==> config.mk <==
export PLATFORM = sky130hd
export DESIGN_NAME = kmer_window_extractor
export DESIGN_NICKNAME = d
export VERILOG_FILES = /design/src/rtl/kwe_pkg.sv /design/src/rtl/kwe_track.sv /design/src/rtl/kwe_out_reg.sv /design/src/rtl/kmer_window_extractor.sv
export SDC_FILE = /design/constraint.sdc
export NUM_CORES = 1
export LEC_CHECK = 0
export BUFFER_PORTS_ARGS = -buffer_cell sky130_fd_sc_hd__clkbuf_2
export CAP_MARGIN = 20
export CORE_MARGIN = 8
export CORE_UTILIZATION = 45
export CTS_CLUSTER_DIAMETER = 80
export CTS_CLUSTER_SIZE = 8
export DETAILED_ROUTE_END_ITERATION = 8
export HOLD_SLACK_MARGIN = 0.12
export PLACE_DENSITY_LB_ADDON = 0.08
export SETUP_SLACK_MARGIN = 0.4
export SLEW_MARGIN = 10
export SYNTH_ARGS = -nofsm -noshare
export SYNTH_HDL_FRONTEND = slang
export SYNTH_SLANG_ARGS = --single-unit
export TNS_END_PERCENT = 30
==> constraint.sdc <==
create_clock -name aclk -period 32.7 [get_ports aclk]
set_input_delay 6.54 -clock aclk [delete_from_list [all_inputs] [get_ports aclk]]
set_output_delay 6.54 -clock aclk [all_outputs]
set_load 0.005 [all_outputs]
==> src/rtl/kwe_pkg.sv <==
// kwe_pkg: shared types, widths and constants of the k-mer window extractor.
// Holds the base decode function and the result record.
// No dependencies.
package kwe_pkg;

    // Field widths
    localparam int unsigned CHAR_W   = 8;
    localparam int unsigned POS_W    = 28;
    localparam int unsigned LEN_W    = 6;
    localparam int unsigned CODE_W   = 64;
    localparam int unsigned COORD_W  = 30;
    localparam int unsigned OFF_W    = 11;
    localparam int unsigned RUN_W    = 6;
    localparam int unsigned MAX_K    = 32;

    // ASCII nucleotide characters
    localparam logic [CHAR_W-1:0] CHAR_A_UP = 8'h41;
    localparam logic [CHAR_W-1:0] CHAR_C_UP = 8'h43;
    localparam logic [CHAR_W-1:0] CHAR_G_UP = 8'h47;
    localparam logic [CHAR_W-1:0] CHAR_T_UP = 8'h54;
    localparam logic [CHAR_W-1:0] CHAR_A_LO = 8'h61;
    localparam logic [CHAR_W-1:0] CHAR_C_LO = 8'h63;
    localparam logic [CHAR_W-1:0] CHAR_G_LO = 8'h67;
    localparam logic [CHAR_W-1:0] CHAR_T_LO = 8'h74;

    // 2-bit base codes
    localparam logic [1:0] CODE_A = 2'd0;
    localparam logic [1:0] CODE_C = 2'd1;
    localparam logic [1:0] CODE_G = 2'd2;
    localparam logic [1:0] CODE_T = 2'd3;

    typedef struct packed {
        logic       ok;
        logic [1:0] code;
    } base_dec_t;

    typedef struct packed {
        logic [OFF_W-1:0]   variant_offset;
        logic [COORD_W-1:0] window_end;
        logic [COORD_W-1:0] window_start;
        logic [CODE_W-1:0]  kmer_code;
    } kmer_res_t;

    // Case-insensitive ACGT decode; anything else breaks the run
    function automatic base_dec_t base_decode(input logic [CHAR_W-1:0] ch);
        base_dec_t d;
        d.ok   = 1'b1;
        d.code = CODE_A;
        case (ch)
            CHAR_A_UP, CHAR_A_LO: d.code = CODE_A;
            CHAR_C_UP, CHAR_C_LO: d.code = CODE_C;
            CHAR_G_UP, CHAR_G_LO: d.code = CODE_G;
            CHAR_T_UP, CHAR_T_LO: d.code = CODE_T;
            default:              d.ok   = 1'b0;
        endcase
        return d;
    endfunction

endpackage

==> src/rtl/kwe_track.sv <==
// kwe_track: sequence state (code shift line, run, index, anchor), length
// register and the combinational window result. Depends on kwe_pkg.
module kwe_track #(
    parameter int unsigned MAX_SEQ_LEN = 1024
) (
    input  logic                              aclk,
    input  logic                              aresetn,
    input  logic                              cfg_valid,
    input  logic [kwe_pkg::LEN_W-1:0]         cfg_data,
    input  logic                              in_accept,
    input  logic [kwe_pkg::CHAR_W-1:0]        base_char,
    input  logic                              first_base,
    input  logic [kwe_pkg::POS_W-1:0]         variant_position,
    output logic                              res_valid,
    output kwe_pkg::kmer_res_t                res
);

    localparam int unsigned IDX_W = $clog2(MAX_SEQ_LEN + 1);
    localparam logic [IDX_W-1:0] IDX_MAX = IDX_W'(MAX_SEQ_LEN);

    logic [kwe_pkg::LEN_W-1:0]  kmer_length_reg;
    logic [kwe_pkg::CODE_W-1:0] code_shift_reg, code_shift_next;
    logic [kwe_pkg::RUN_W-1:0]  valid_run_reg, valid_run_next;
    logic [IDX_W-1:0]           base_index_reg, base_index_next;
    logic [kwe_pkg::POS_W-1:0]  anchor_reg, anchor_next;

    logic [kwe_pkg::LEN_W-1:0]  k_eff;
    logic [kwe_pkg::RUN_W-1:0]  run_base;
    logic [IDX_W-1:0]           idx_base;
    logic                       in_range;
    kwe_pkg::base_dec_t         dec;
    logic [kwe_pkg::CODE_W-1:0] k_mask;
    logic [kwe_pkg::COORD_W-1:0] cur_ext, two_k, start_w;
    logic                       emit;

    // Length register, reset 21
    always_ff @(posedge aclk) begin
        if (!aresetn) begin
            kmer_length_reg <= kwe_pkg::LEN_W'(21);
        end else if (cfg_valid) begin
            kmer_length_reg <= cfg_data;
        end
    end

    // Clamp k to 1..32
    always_comb begin
        if (kmer_length_reg == '0) begin
            k_eff = kwe_pkg::LEN_W'(1);
        end else if (kmer_length_reg > kwe_pkg::LEN_W'(kwe_pkg::MAX_K)) begin
            k_eff = kwe_pkg::LEN_W'(kwe_pkg::MAX_K);
        end else begin
            k_eff = kmer_length_reg;
        end
    end

    // Window mask, one 2-bit lane per base
    always_comb begin
        for (int i = 0; i < kwe_pkg::MAX_K; i++) begin
            k_mask[2*i +: 2] = (6'(i) < k_eff) ? 2'b11 : 2'b00;
        end
    end

    // Next state and result for one item
    always_comb begin
        dec      = kwe_pkg::base_decode(base_char);
        run_base = first_base ? '0 : valid_run_reg;
        idx_base = first_base ? '0 : base_index_reg;
        in_range = (idx_base < IDX_MAX);

        code_shift_next = code_shift_reg;
        valid_run_next  = run_base;
        base_index_next = idx_base;
        anchor_next     = first_base ? variant_position : anchor_reg;
        emit            = 1'b0;

        if (in_range) begin
            base_index_next = idx_base + IDX_W'(1);
            if (dec.ok) begin
                code_shift_next = {code_shift_reg[kwe_pkg::CODE_W-3:0], dec.code};
                if (run_base < kwe_pkg::RUN_W'(kwe_pkg::MAX_K)) begin
                    valid_run_next = run_base + kwe_pkg::RUN_W'(1);
                end
                emit = (valid_run_next >= k_eff);
            end else begin
                valid_run_next = '0;
            end
        end

        // Coordinates, wrapped to the field widths
        cur_ext = kwe_pkg::COORD_W'(idx_base);
        two_k   = kwe_pkg::COORD_W'({k_eff, 1'b0});
        start_w = kwe_pkg::COORD_W'(anchor_next) + cur_ext
                  + kwe_pkg::COORD_W'(1) - two_k;

        res.kmer_code      = code_shift_next & k_mask;
        res.window_start   = start_w;
        res.window_end     = start_w + kwe_pkg::COORD_W'(k_eff);
        res.variant_offset = kwe_pkg::OFF_W'(two_k - kwe_pkg::COORD_W'(1) - cur_ext);
        res_valid          = in_accept && emit;
    end

    // State update on each input transfer
    always_ff @(posedge aclk) begin
        if (!aresetn) begin
            code_shift_reg <= '0;
            valid_run_reg  <= '0;
            base_index_reg <= '0;
            anchor_reg     <= '0;
        end else if (in_accept) begin
            code_shift_reg <= code_shift_next;
            valid_run_reg  <= valid_run_next;
            base_index_reg <= base_index_next;
            anchor_reg     <= anchor_next;
        end
    end

    // Run saturates at the shift line depth
    a_run_sat: assert property (@(posedge aclk) disable iff (!aresetn)
        valid_run_reg <= kwe_pkg::RUN_W'(kwe_pkg::MAX_K))
        else $error("valid run beyond 32");

    // Index never passes the sequence limit
    a_idx_max: assert property (@(posedge aclk) disable iff (!aresetn)
        base_index_reg <= IDX_MAX)
        else $error("base index beyond limit");

    // A sequence start leaves the index at one at most
    a_first_idx: assert property (@(posedge aclk) disable iff (!aresetn)
        (in_accept && first_base) |=> (base_index_reg <= IDX_W'(1)))
        else $error("index not restarted");

    // A result always has a run of at least k behind it
    a_emit_run: assert property (@(posedge aclk) disable iff (!aresetn)
        res_valid |=> (valid_run_reg >= $past(k_eff)))
        else $error("result without a full run");

endmodule

==> src/rtl/kwe_out_reg.sv <==
// kwe_out_reg: result holding register between window logic and the
// master stream side. Depends on kwe_pkg.
module kwe_out_reg (
    input  logic               aclk,
    input  logic               aresetn,
    input  logic               in_load,
    input  kwe_pkg::kmer_res_t in_res,
    output logic               up_ready,
    output logic               out_valid,
    input  logic               out_ready,
    output kwe_pkg::kmer_res_t out_res
);

    logic               valid_reg, valid_next;
    kwe_pkg::kmer_res_t res_reg;

    // Free when empty or draining this cycle
    assign up_ready   = !valid_reg || out_ready;
    assign valid_next = (valid_reg && !out_ready) || in_load;

    always_ff @(posedge aclk) begin
        if (!aresetn) begin
            valid_reg <= 1'b0;
        end else begin
            valid_reg <= valid_next;
        end
    end

    // Payload, no reset needed
    always_ff @(posedge aclk) begin
        if (in_load) begin
            res_reg <= in_res;
        end
    end

    assign out_valid = valid_reg;
    assign out_res   = res_reg;

    // Loads only into a free register
    a_load_free: assert property (@(posedge aclk) disable iff (!aresetn)
        in_load |-> (!valid_reg || out_ready))
        else $error("result overwritten");

    // A load is shown on the next cycle
    a_load_shown: assert property (@(posedge aclk) disable iff (!aresetn)
        in_load |=> valid_reg)
        else $error("loaded result lost");

    // Without a load, a taken result leaves the register empty
    a_drain: assert property (@(posedge aclk) disable iff (!aresetn)
        (valid_reg && out_ready && !in_load) |=> !valid_reg)
        else $error("result repeated");

endmodule

==> src/rtl/kmer_window_extractor.sv <==
// kmer_window_extractor: top level of the k-mer window extractor.
// Uses kwe_pkg, kwe_track and kwe_out_reg.
//
// Usage:
//   One nucleotide byte per s_ transfer. s_tuser high starts a new sequence
//   and latches variant_position as the anchor. Each ACGT byte (either case)
//   extends the valid run; any other byte breaks it. Once the run holds k
//   bases, a result with the packed k-mer and its coordinates appears on m_.
//   cfg_valid/cfg_data write kmer_length (k); the user writes it only while
//   the block is idle, not enforced by the block. cfg_ready is always high.
//   A result is on m_ in the cycle after the input transfer that causes it.
//   Throughput: one item per cycle, set by the single result register, while
//   it is empty or being drained; the sequence state updates in the same cycle.
//   Reset: state, anchor and run clear, k returns to 21, m_tvalid drops.
//   Stall: s_tready follows m_tready while a result is held, so an item is
//   taken whenever the result register is empty or being drained.
//   Bytes beyond MAX_SEQ_LEN in one sequence are taken and dropped.
module kmer_window_extractor #(
    parameter int unsigned MAX_SEQ_LEN = 1024
) (
    input  logic         aclk,
    input  logic         aresetn,
    // Length register write
    input  logic         cfg_valid,
    output logic         cfg_ready,
    input  logic [5:0]   cfg_data,
    // Input stream
    input  logic         s_tvalid,
    output logic         s_tready,
    input  logic [39:0]  s_tdata,   // base_char[7:0], variant_position[35:8], zero fill
    input  logic         s_tuser,   // first_base
    // Result stream
    output logic         m_tvalid,
    input  logic         m_tready,
    output logic [135:0] m_tdata    // kmer_code[63:0], window_start[93:64],
                                    // window_end[123:94], variant_offset[134:124]
);

    logic               in_accept;
    logic               res_valid;
    kwe_pkg::kmer_res_t res;
    kwe_pkg::kmer_res_t out_res;

    assign cfg_ready = 1'b1;
    assign in_accept = s_tvalid && s_tready;

    // Sequence state and window result
    kwe_track #(
        .MAX_SEQ_LEN (MAX_SEQ_LEN)
    ) u_track (
        .aclk             (aclk),
        .aresetn          (aresetn),
        .cfg_valid        (cfg_valid),
        .cfg_data         (cfg_data),
        .in_accept        (in_accept),
        .base_char        (s_tdata[7:0]),
        .first_base       (s_tuser),
        .variant_position (s_tdata[35:8]),
        .res_valid        (res_valid),
        .res              (res)
    );

    // Result register
    kwe_out_reg u_out (
        .aclk      (aclk),
        .aresetn   (aresetn),
        .in_load   (res_valid),
        .in_res    (res),
        .up_ready  (s_tready),
        .out_valid (m_tvalid),
        .out_ready (m_tready),
        .out_res   (out_res)
    );

    assign m_tdata = {1'b0, out_res};

endmodule

==> qor.txt, run 1 <==
DRC: 0
Multiplexer area fraction after synthesis: 2.90%
Largest net degree at the start of global routing: 117
Pre-Repair DR Iteration Count: 5
Area of the multi-input gates: 7540 um2
Maximum VDD drop: 37.9 uV
Vias in the first global route: 11,100
Clock-pin slew on the worst setup and hold paths: 0.04 ns
CTS resizes: 0
Area leader, netlist: edfxtp_1
Detail Placement HPWL: 26.4 mm
Most used DFF post-synth: edfxtp_1
Initial Util: 45.7%
Max Clk Rate: 74.2 MHz
Vias per inst: 5.39
Hold Violations, Final: 0
Ys async rst share: 0%
Layout cell share with drive strength beyond 1: 16.0%
Die area: 38,100 um2
Worst-case clock buffer depth: 3
Core area: 31,600 um2
MaxCap Viol Count: 0
Hold Worst Slack: 0.463 ns
Clock sinks: 251
First-pass GRT wire length: 59.4 mm
Number of setup buffers added after CTS: 0
IO Count: 191
Post-Synth Simple-Gate Area: 19.1%
Power Dens Cells: 51.2 nW/um2
CP Capture Type: output pin
Dpl cells: 2,121
Routing usage on met3: 3.35%
Area grow syn2layout: 16.0%
Port bufs: 183
First-iteration detailed-routing DRC count: 956
Vias: 11,800
Utilization after layout: 53.0%
Critical Path AT: 6.93 ns
Maximum fanout along the worst path: 5
Post-route insts no fill: 2,190
Final setup vio count: 0
Final GP Congestion: 0.845
CP required: 26.16 ns
Ys Warns: 0
Routed len/inst: 17.0 um
Met1 Use GR: 26.2%
Minimum clock period: 13.47 ns
P_leak: 6.39 nW
Final Power: 0.859 mW
Yosys top cell area share: 28.0%
Largest family of logic cells by synthesized area: simple AND/OR/NAND/NOR gates
DRT antenna net count: 0
Worst slew pin tran: 1.10 ns
Status: finished clean
Synthesized area per cell: 9.02 um2
Worst setup SP type: input pin
Met2 usage: 30.0%
Routed WL: 37.2 mm
Sequential cell area: 6380 um2
Clock Skews: 0.0178 ns
EDFF count, synth: 135
Max-slew violations: 0
RSZ-0062 raised after global routing: no
Global routing's busiest layer: met2
Synthesized flop and latch total: 251
Largest register FFs: 135
Post-Synth XOR/XNOR Area: 5.21%
Mapped cell area: 14,500 um2
Final TNS setup: 0 ns
Tot GR Track Use: 18.9%
Distinct cells, synth: 81
H-tree levels: 2
R2R depth: 23
Fill count: 2,986
Initial antenna violation count: 1
Final nets: 1,880
Inserted Clock Buffers: 37
CTS tree: done
Compound-Gate Fraction of Synth Area: 18.4%
DIE HEIGHT: 195 um
Kind of critical path: in -> out
Rel. slew slack: 26.6%
Cell count after synthesis: 1,603
Die X: 195 um
Worst hold-check path type: reg -> reg
Area contributors post-synth: edfxtp_1 (28%), dfxtp_1 (16%), nand2_1 (9.6%)
Final period util: 41.2%
Post-synthesis sequential area ratio: 44.1%
Worst-Skew Late Latency: 0.52 ns
Row count: 65
WHS Path Cells: 2
Post-Synth Adder-Cell Area: 6.21%
Global route total overflow: 0
Hold-fix buffers at CTS: 0
Root Buffer: clkbuf_16
where the power goes:
group	leakage, nW	internal, mW	switching [mW]
combinational	3.82	0.0616	0.0944
clock	0.517	0.218	0.139
sequential	2.06	0.343	0.00289
total	6.39	0.622	0.236
final timing paths:
path	from	end	slack [ns]
worst max-delay path	m_tready	s_tready	19.23
worst min-delay path	u_track.anchor_reg[9]	u_track.anchor_reg[9]	0.46
worst max register to register	u_track.anchor_reg[0]	u_out.out_res[119]	26.03
worst min register to register	u_track.anchor_reg[9]	u_track.anchor_reg[9]	0.46
kinds of logic after synthesis:
kind of cell,after synthesis
DFF,251
adders and majority gates,70
and+or+nand+nor,612
muxes,40
other,2
buffers and inverters,144
xor gates and xnor gates,86
AOI/OAI and AO/OA,398
layout by cell type, fill, tap and decap left out, types with 11 or more instances in the layout:
| master | synthesis | routed |
|---|---|---|
| a31oi_1 | 16 | 16 |
| and2_1 | 12 | 12 |
| nand3_1 | 24 | 24 |
| edfxtp_1 | 135 | 135 |
| nand2b_1 | 31 | 31 |
| a21o_1 | 36 | 36 |
| xor2_1 | 39 | 39 |
| buf_4 | 3 | 13 |
| clkbuf_2 | 0 | 182 |
| nand2_1 | 369 | 368 |
| nor3_1 | 28 | 28 |
| dfxtp_1 | 116 | 116 |
| nor2b_1 | 28 | 28 |
| a21boi_0 | 96 | 96 |
| clkbuf_16 | 0 | 38 |
| a21oi_1 | 116 | 116 |
| mux2i_1 | 25 | 25 |
| clkbuf_1 | 68 | 27 |
| nor2_1 | 65 | 63 |
| mux2_2 | 15 | 15 |
| a22oi_1 | 11 | 11 |
| xnor2_1 | 47 | 47 |
| ha_1 | 67 | 67 |
| o21ai_0 | 45 | 45 |
| inv_1 | 61 | 61 |
| a211oi_1 | 14 | 13 |
metrics by stage:
step	setup WS [ns]	area [um2]
finish	19.23	16800
global route	18.84	16800
CTS	19.22	16800
detailed placement	18.91	15700
global placement	18.95	15700
floorplan	16.83	14500
cells in the mapped netlist, drive strengths merged (4+ instances only):
master	n
o21a	8
o31ai	4
nand2b	31
o22a	4
o21bai	6
and3	10
dfxtp	116
mux2i	25
xor2	39
a21o	36
o21ai	46
nor2b	28
ha	67
nand3b	4
inv	63
a211oi	16
nand4	9
a21boi	96
o41ai	4
xnor2	47
and2	13
nand3	24
clkbuf	68
buf	13
a21oi	116
a31oi	17
mux2	15
nor4	8
a22oi	11
or2	5
o211ai	5
nand2	369
edfxtp	135
nor2	68
nor3	29
critical path, stage by stage:
cell,delay [ns]
clkbuf_2,0.07
nand2b_1,0.18
clkbuf_2,0.14
metal layers:
layer	routed length, um	share of wire [%]	up-vias
met5	0	0	-
li1	-	-	5928
met4	745	2.0	0
met1	17800	48	5545
met2	16700	45	287
met3	1920	5.2	51
cell type report:
type,count,share of cell area (%)
multi-input cells,1209,45.0
flip-flops and latches,251,38.0
clock buffers,65,6.27
repair buffers,196,6.04
well taps,402,3.00
inverters,63,1.45
clock inverters,3,0.261
diodes,1,0.0149
(Power assumes the default switching activity.)
==> inputs of run 2 (changes only) <==
clock period = 12.8 ns   (was 32.7 ns; I/O delays follow)
==> qor.txt, run 2 (synthesis results as in run 1) <==
Status: finished clean
Tot GR Track Use: 19.2% (+0.28 points)
First-pass GRT wire length: 60.1 mm (+1.3%)
Detail Placement HPWL: 26.8 mm (+1.6%)
Worst-case clock buffer depth: 3 (unchanged)
DIE HEIGHT: 195 um (unchanged)
Layout cell share with drive strength beyond 1: 16.1% (+0.094 points)
Pre-Repair DR Iteration Count: 5 (unchanged)
IO Count: 191 (unchanged)
Final setup vio count: 0 (unchanged)
Maximum fanout along the worst path: 74 (+69)
Critical Path AT: 9.48 ns (+2.55 ns)
Worst hold-check path type: reg -> reg
Vias per inst: 5.38 (-0.29%)
CTS tree: done
Die X: 195 um (unchanged)
Hold Path Sink: u_track.anchor_reg[6]
Core area: 31,600 um2 (unchanged)
Final TNS setup: 0 ns (unchanged)
Port bufs: 183 (unchanged)
WHS Path Cells: 2 (unchanged)
Inserted Clock Buffers: 37 (unchanged)
Worst slew pin tran: 1.12 ns (+0.0213 ns)
DRT antenna net count: 0 (unchanged)
Power Dens Cells: 131 nW/um2 (+160%)
Vias: 11,800 (-0.25%)
Max Clk Rate: 108 MHz
Area after DPL: 15,700 um2 (+0.18%)
R2r setup slk: 6.20 ns (-19.83 ns)
Final nets: 1,882 (+0.11%)
DRC: 0 (unchanged)
Root Buffer: clkbuf_16
MaxCap Viol Count: 0 (unchanged)
Hold Violations, Final: 0 (unchanged)
Maximum VDD drop: 74.7 uV (+97%)
Hold Worst Slack: 0.464 ns (+0.000374 ns)
Vias in the first global route: 11,200 (+1.2%)
Initial antenna violation count: 1 (unchanged)
Minimum clock period: 9.23 ns
Initial Util: 45.7% (unchanged)
Rel. slew slack: 25.2% (-1.4 points)
Number of setup buffers added after CTS: 0 (unchanged)
Most common cell after layout, fill and taps aside: nand2_1
R2R depth: 23 (unchanged)
Routed len/inst: 17.2 um (+1.6%)
CTS resizes: 0 (unchanged)
Max-slew violations: 0 (unchanged)
Leading cell types in the layout, fill and taps excluded: nand2_1 (368), clkbuf_2 (182), edfxtp_1 (135), a21oi_1 (116), dfxtp_1 (116)
Clock Skews: 0.0239 ns (+0.00607 ns)
P_leak: 6.42 nW (+0.39%)
Final GP Congestion: 0.837 (-0.95%)
Final period util: 72.1%
RR Startpoint: u_track.anchor_reg[0]
Worst flop-to-flop path endpoint: u_out.out_res[123]
Largest register FFs: 135 (unchanged)
Design area: 16,800 um2 (+0.15%)
Hold_sp: u_track.anchor_reg[6]
Area grow syn2layout: 16.2%
H-tree levels: 2 (unchanged)
Hold-fix buffers at CTS: 0 (unchanged)
Global route total overflow: 0 (unchanged)
Kind of critical path: in -> reg
Routed WL: 37.8 mm (+1.6%)
First-iteration detailed-routing DRC count: 777 (-19%)
Row count: 65 (unchanged)
Largest net degree at the start of global routing: 117 (unchanged)
CP Capture Type: flip-flop
Die area: 38,100 um2 (unchanged)
Worst setup SP type: input pin
RSZ-0062 raised after global routing: no
Clock-pin slew on the worst setup and hold paths: 0.05 ns (about the same)
N_diodes: 0 (-1)
Worst-Skew Late Latency: 0.52 ns (about the same)
CP required: 13.05 ns (-13.11 ns)
Clock sinks: 251 (unchanged)
==> run 2: cell types whose count changed in the layout (fill, tap and decap cells not counted), sizes merged <==
cell | before | now
diode | 1 | 0
buf | 14 | 16
==> run 2: worst max path at each step <==
stage,startpoint,endpoint,slack (ns),cells after the start
after floorplan,s_tuser,u_out.out_res[0],0.91,17
after global placement,s_tuser,u_out.out_res[123],3.01,26
after detailed placement,s_tuser,u_out.out_res[119],2.95,26
after CTS,s_tuser,u_out.out_res[119],3.49,26
after global routing,s_tuser,u_out.out_res[122],2.93,26
final,s_tuser,u_out.out_res[123],3.57,26
==> run 2: layout make-up <==
type / count / area [um2]
Timing Repair Buffer: 198 / 1040
Clock buffer: 65 / 1050
Sequential cell: 251 / 6380
Clock inverter: 3 / 43.8
Multi-Input combinational cell: 1209 / 7540
Fill cell: 3022 / 14800
Inverter: 63 / 244
Tap cell: 402 / 503
==> run 2: metrics by stage <==
step	utilization, %	total power, mW	worst slack (ns)	instances
2_1_floorplan	-	1.20	0.912	1604
3_3_place_gp	49.6	1.29	3.01	2122
3_5_place_dp	49.7	1.30	2.95	2123
4_1_cts	53.1	2.22	3.49	2191
5_1_grt	53.1	2.30	2.93	2191
6_report	53.1	2.20	3.57	2191
==> run 2: report_power, final <==
part / internal (mW) / switching (mW)
clock: 0.557 / 0.359
combinational: 0.158 / 0.243
sequential: 0.875 / 0.00634
==> run 2: per-layer routing <==
metal  part of all wire, %  global-route usage, %  vias to the layer above  routed length [um]
li1                      -                      -                     5924                   -
met1                    48                   26.1                     5562               18200
met2                    45                   31.0                      246               17000
met3                   5.0                   3.75                       48                1910
met4                   1.8                   4.63                        2                 672
met5                 0.029                      0                        -                  11
==> run 2: critical path: stages <==
cell      delay [ns]
buf_2           0.19
buf_4           0.69
nand2b_1        0.24
inv_1           0.07
ha_1            0.20
fa_1            0.42
a211o_1         0.31
a221oi_1        0.37
nor2_1          0.12
a21o_1          0.19
a21o_1          0.18
xor2_1          0.23
inv_1           0.08
ha_1            0.27
nor4_1          0.21
o21ai_0         0.19
a41oi_1         0.70
nor3_1          0.08
a21boi_0        0.22
nor3_4          0.51
o21ai_1         0.16
xor2_1          0.32
and4b_4         0.31
nand4_4         0.17
nor4_2          0.38
xor2_1          0.10
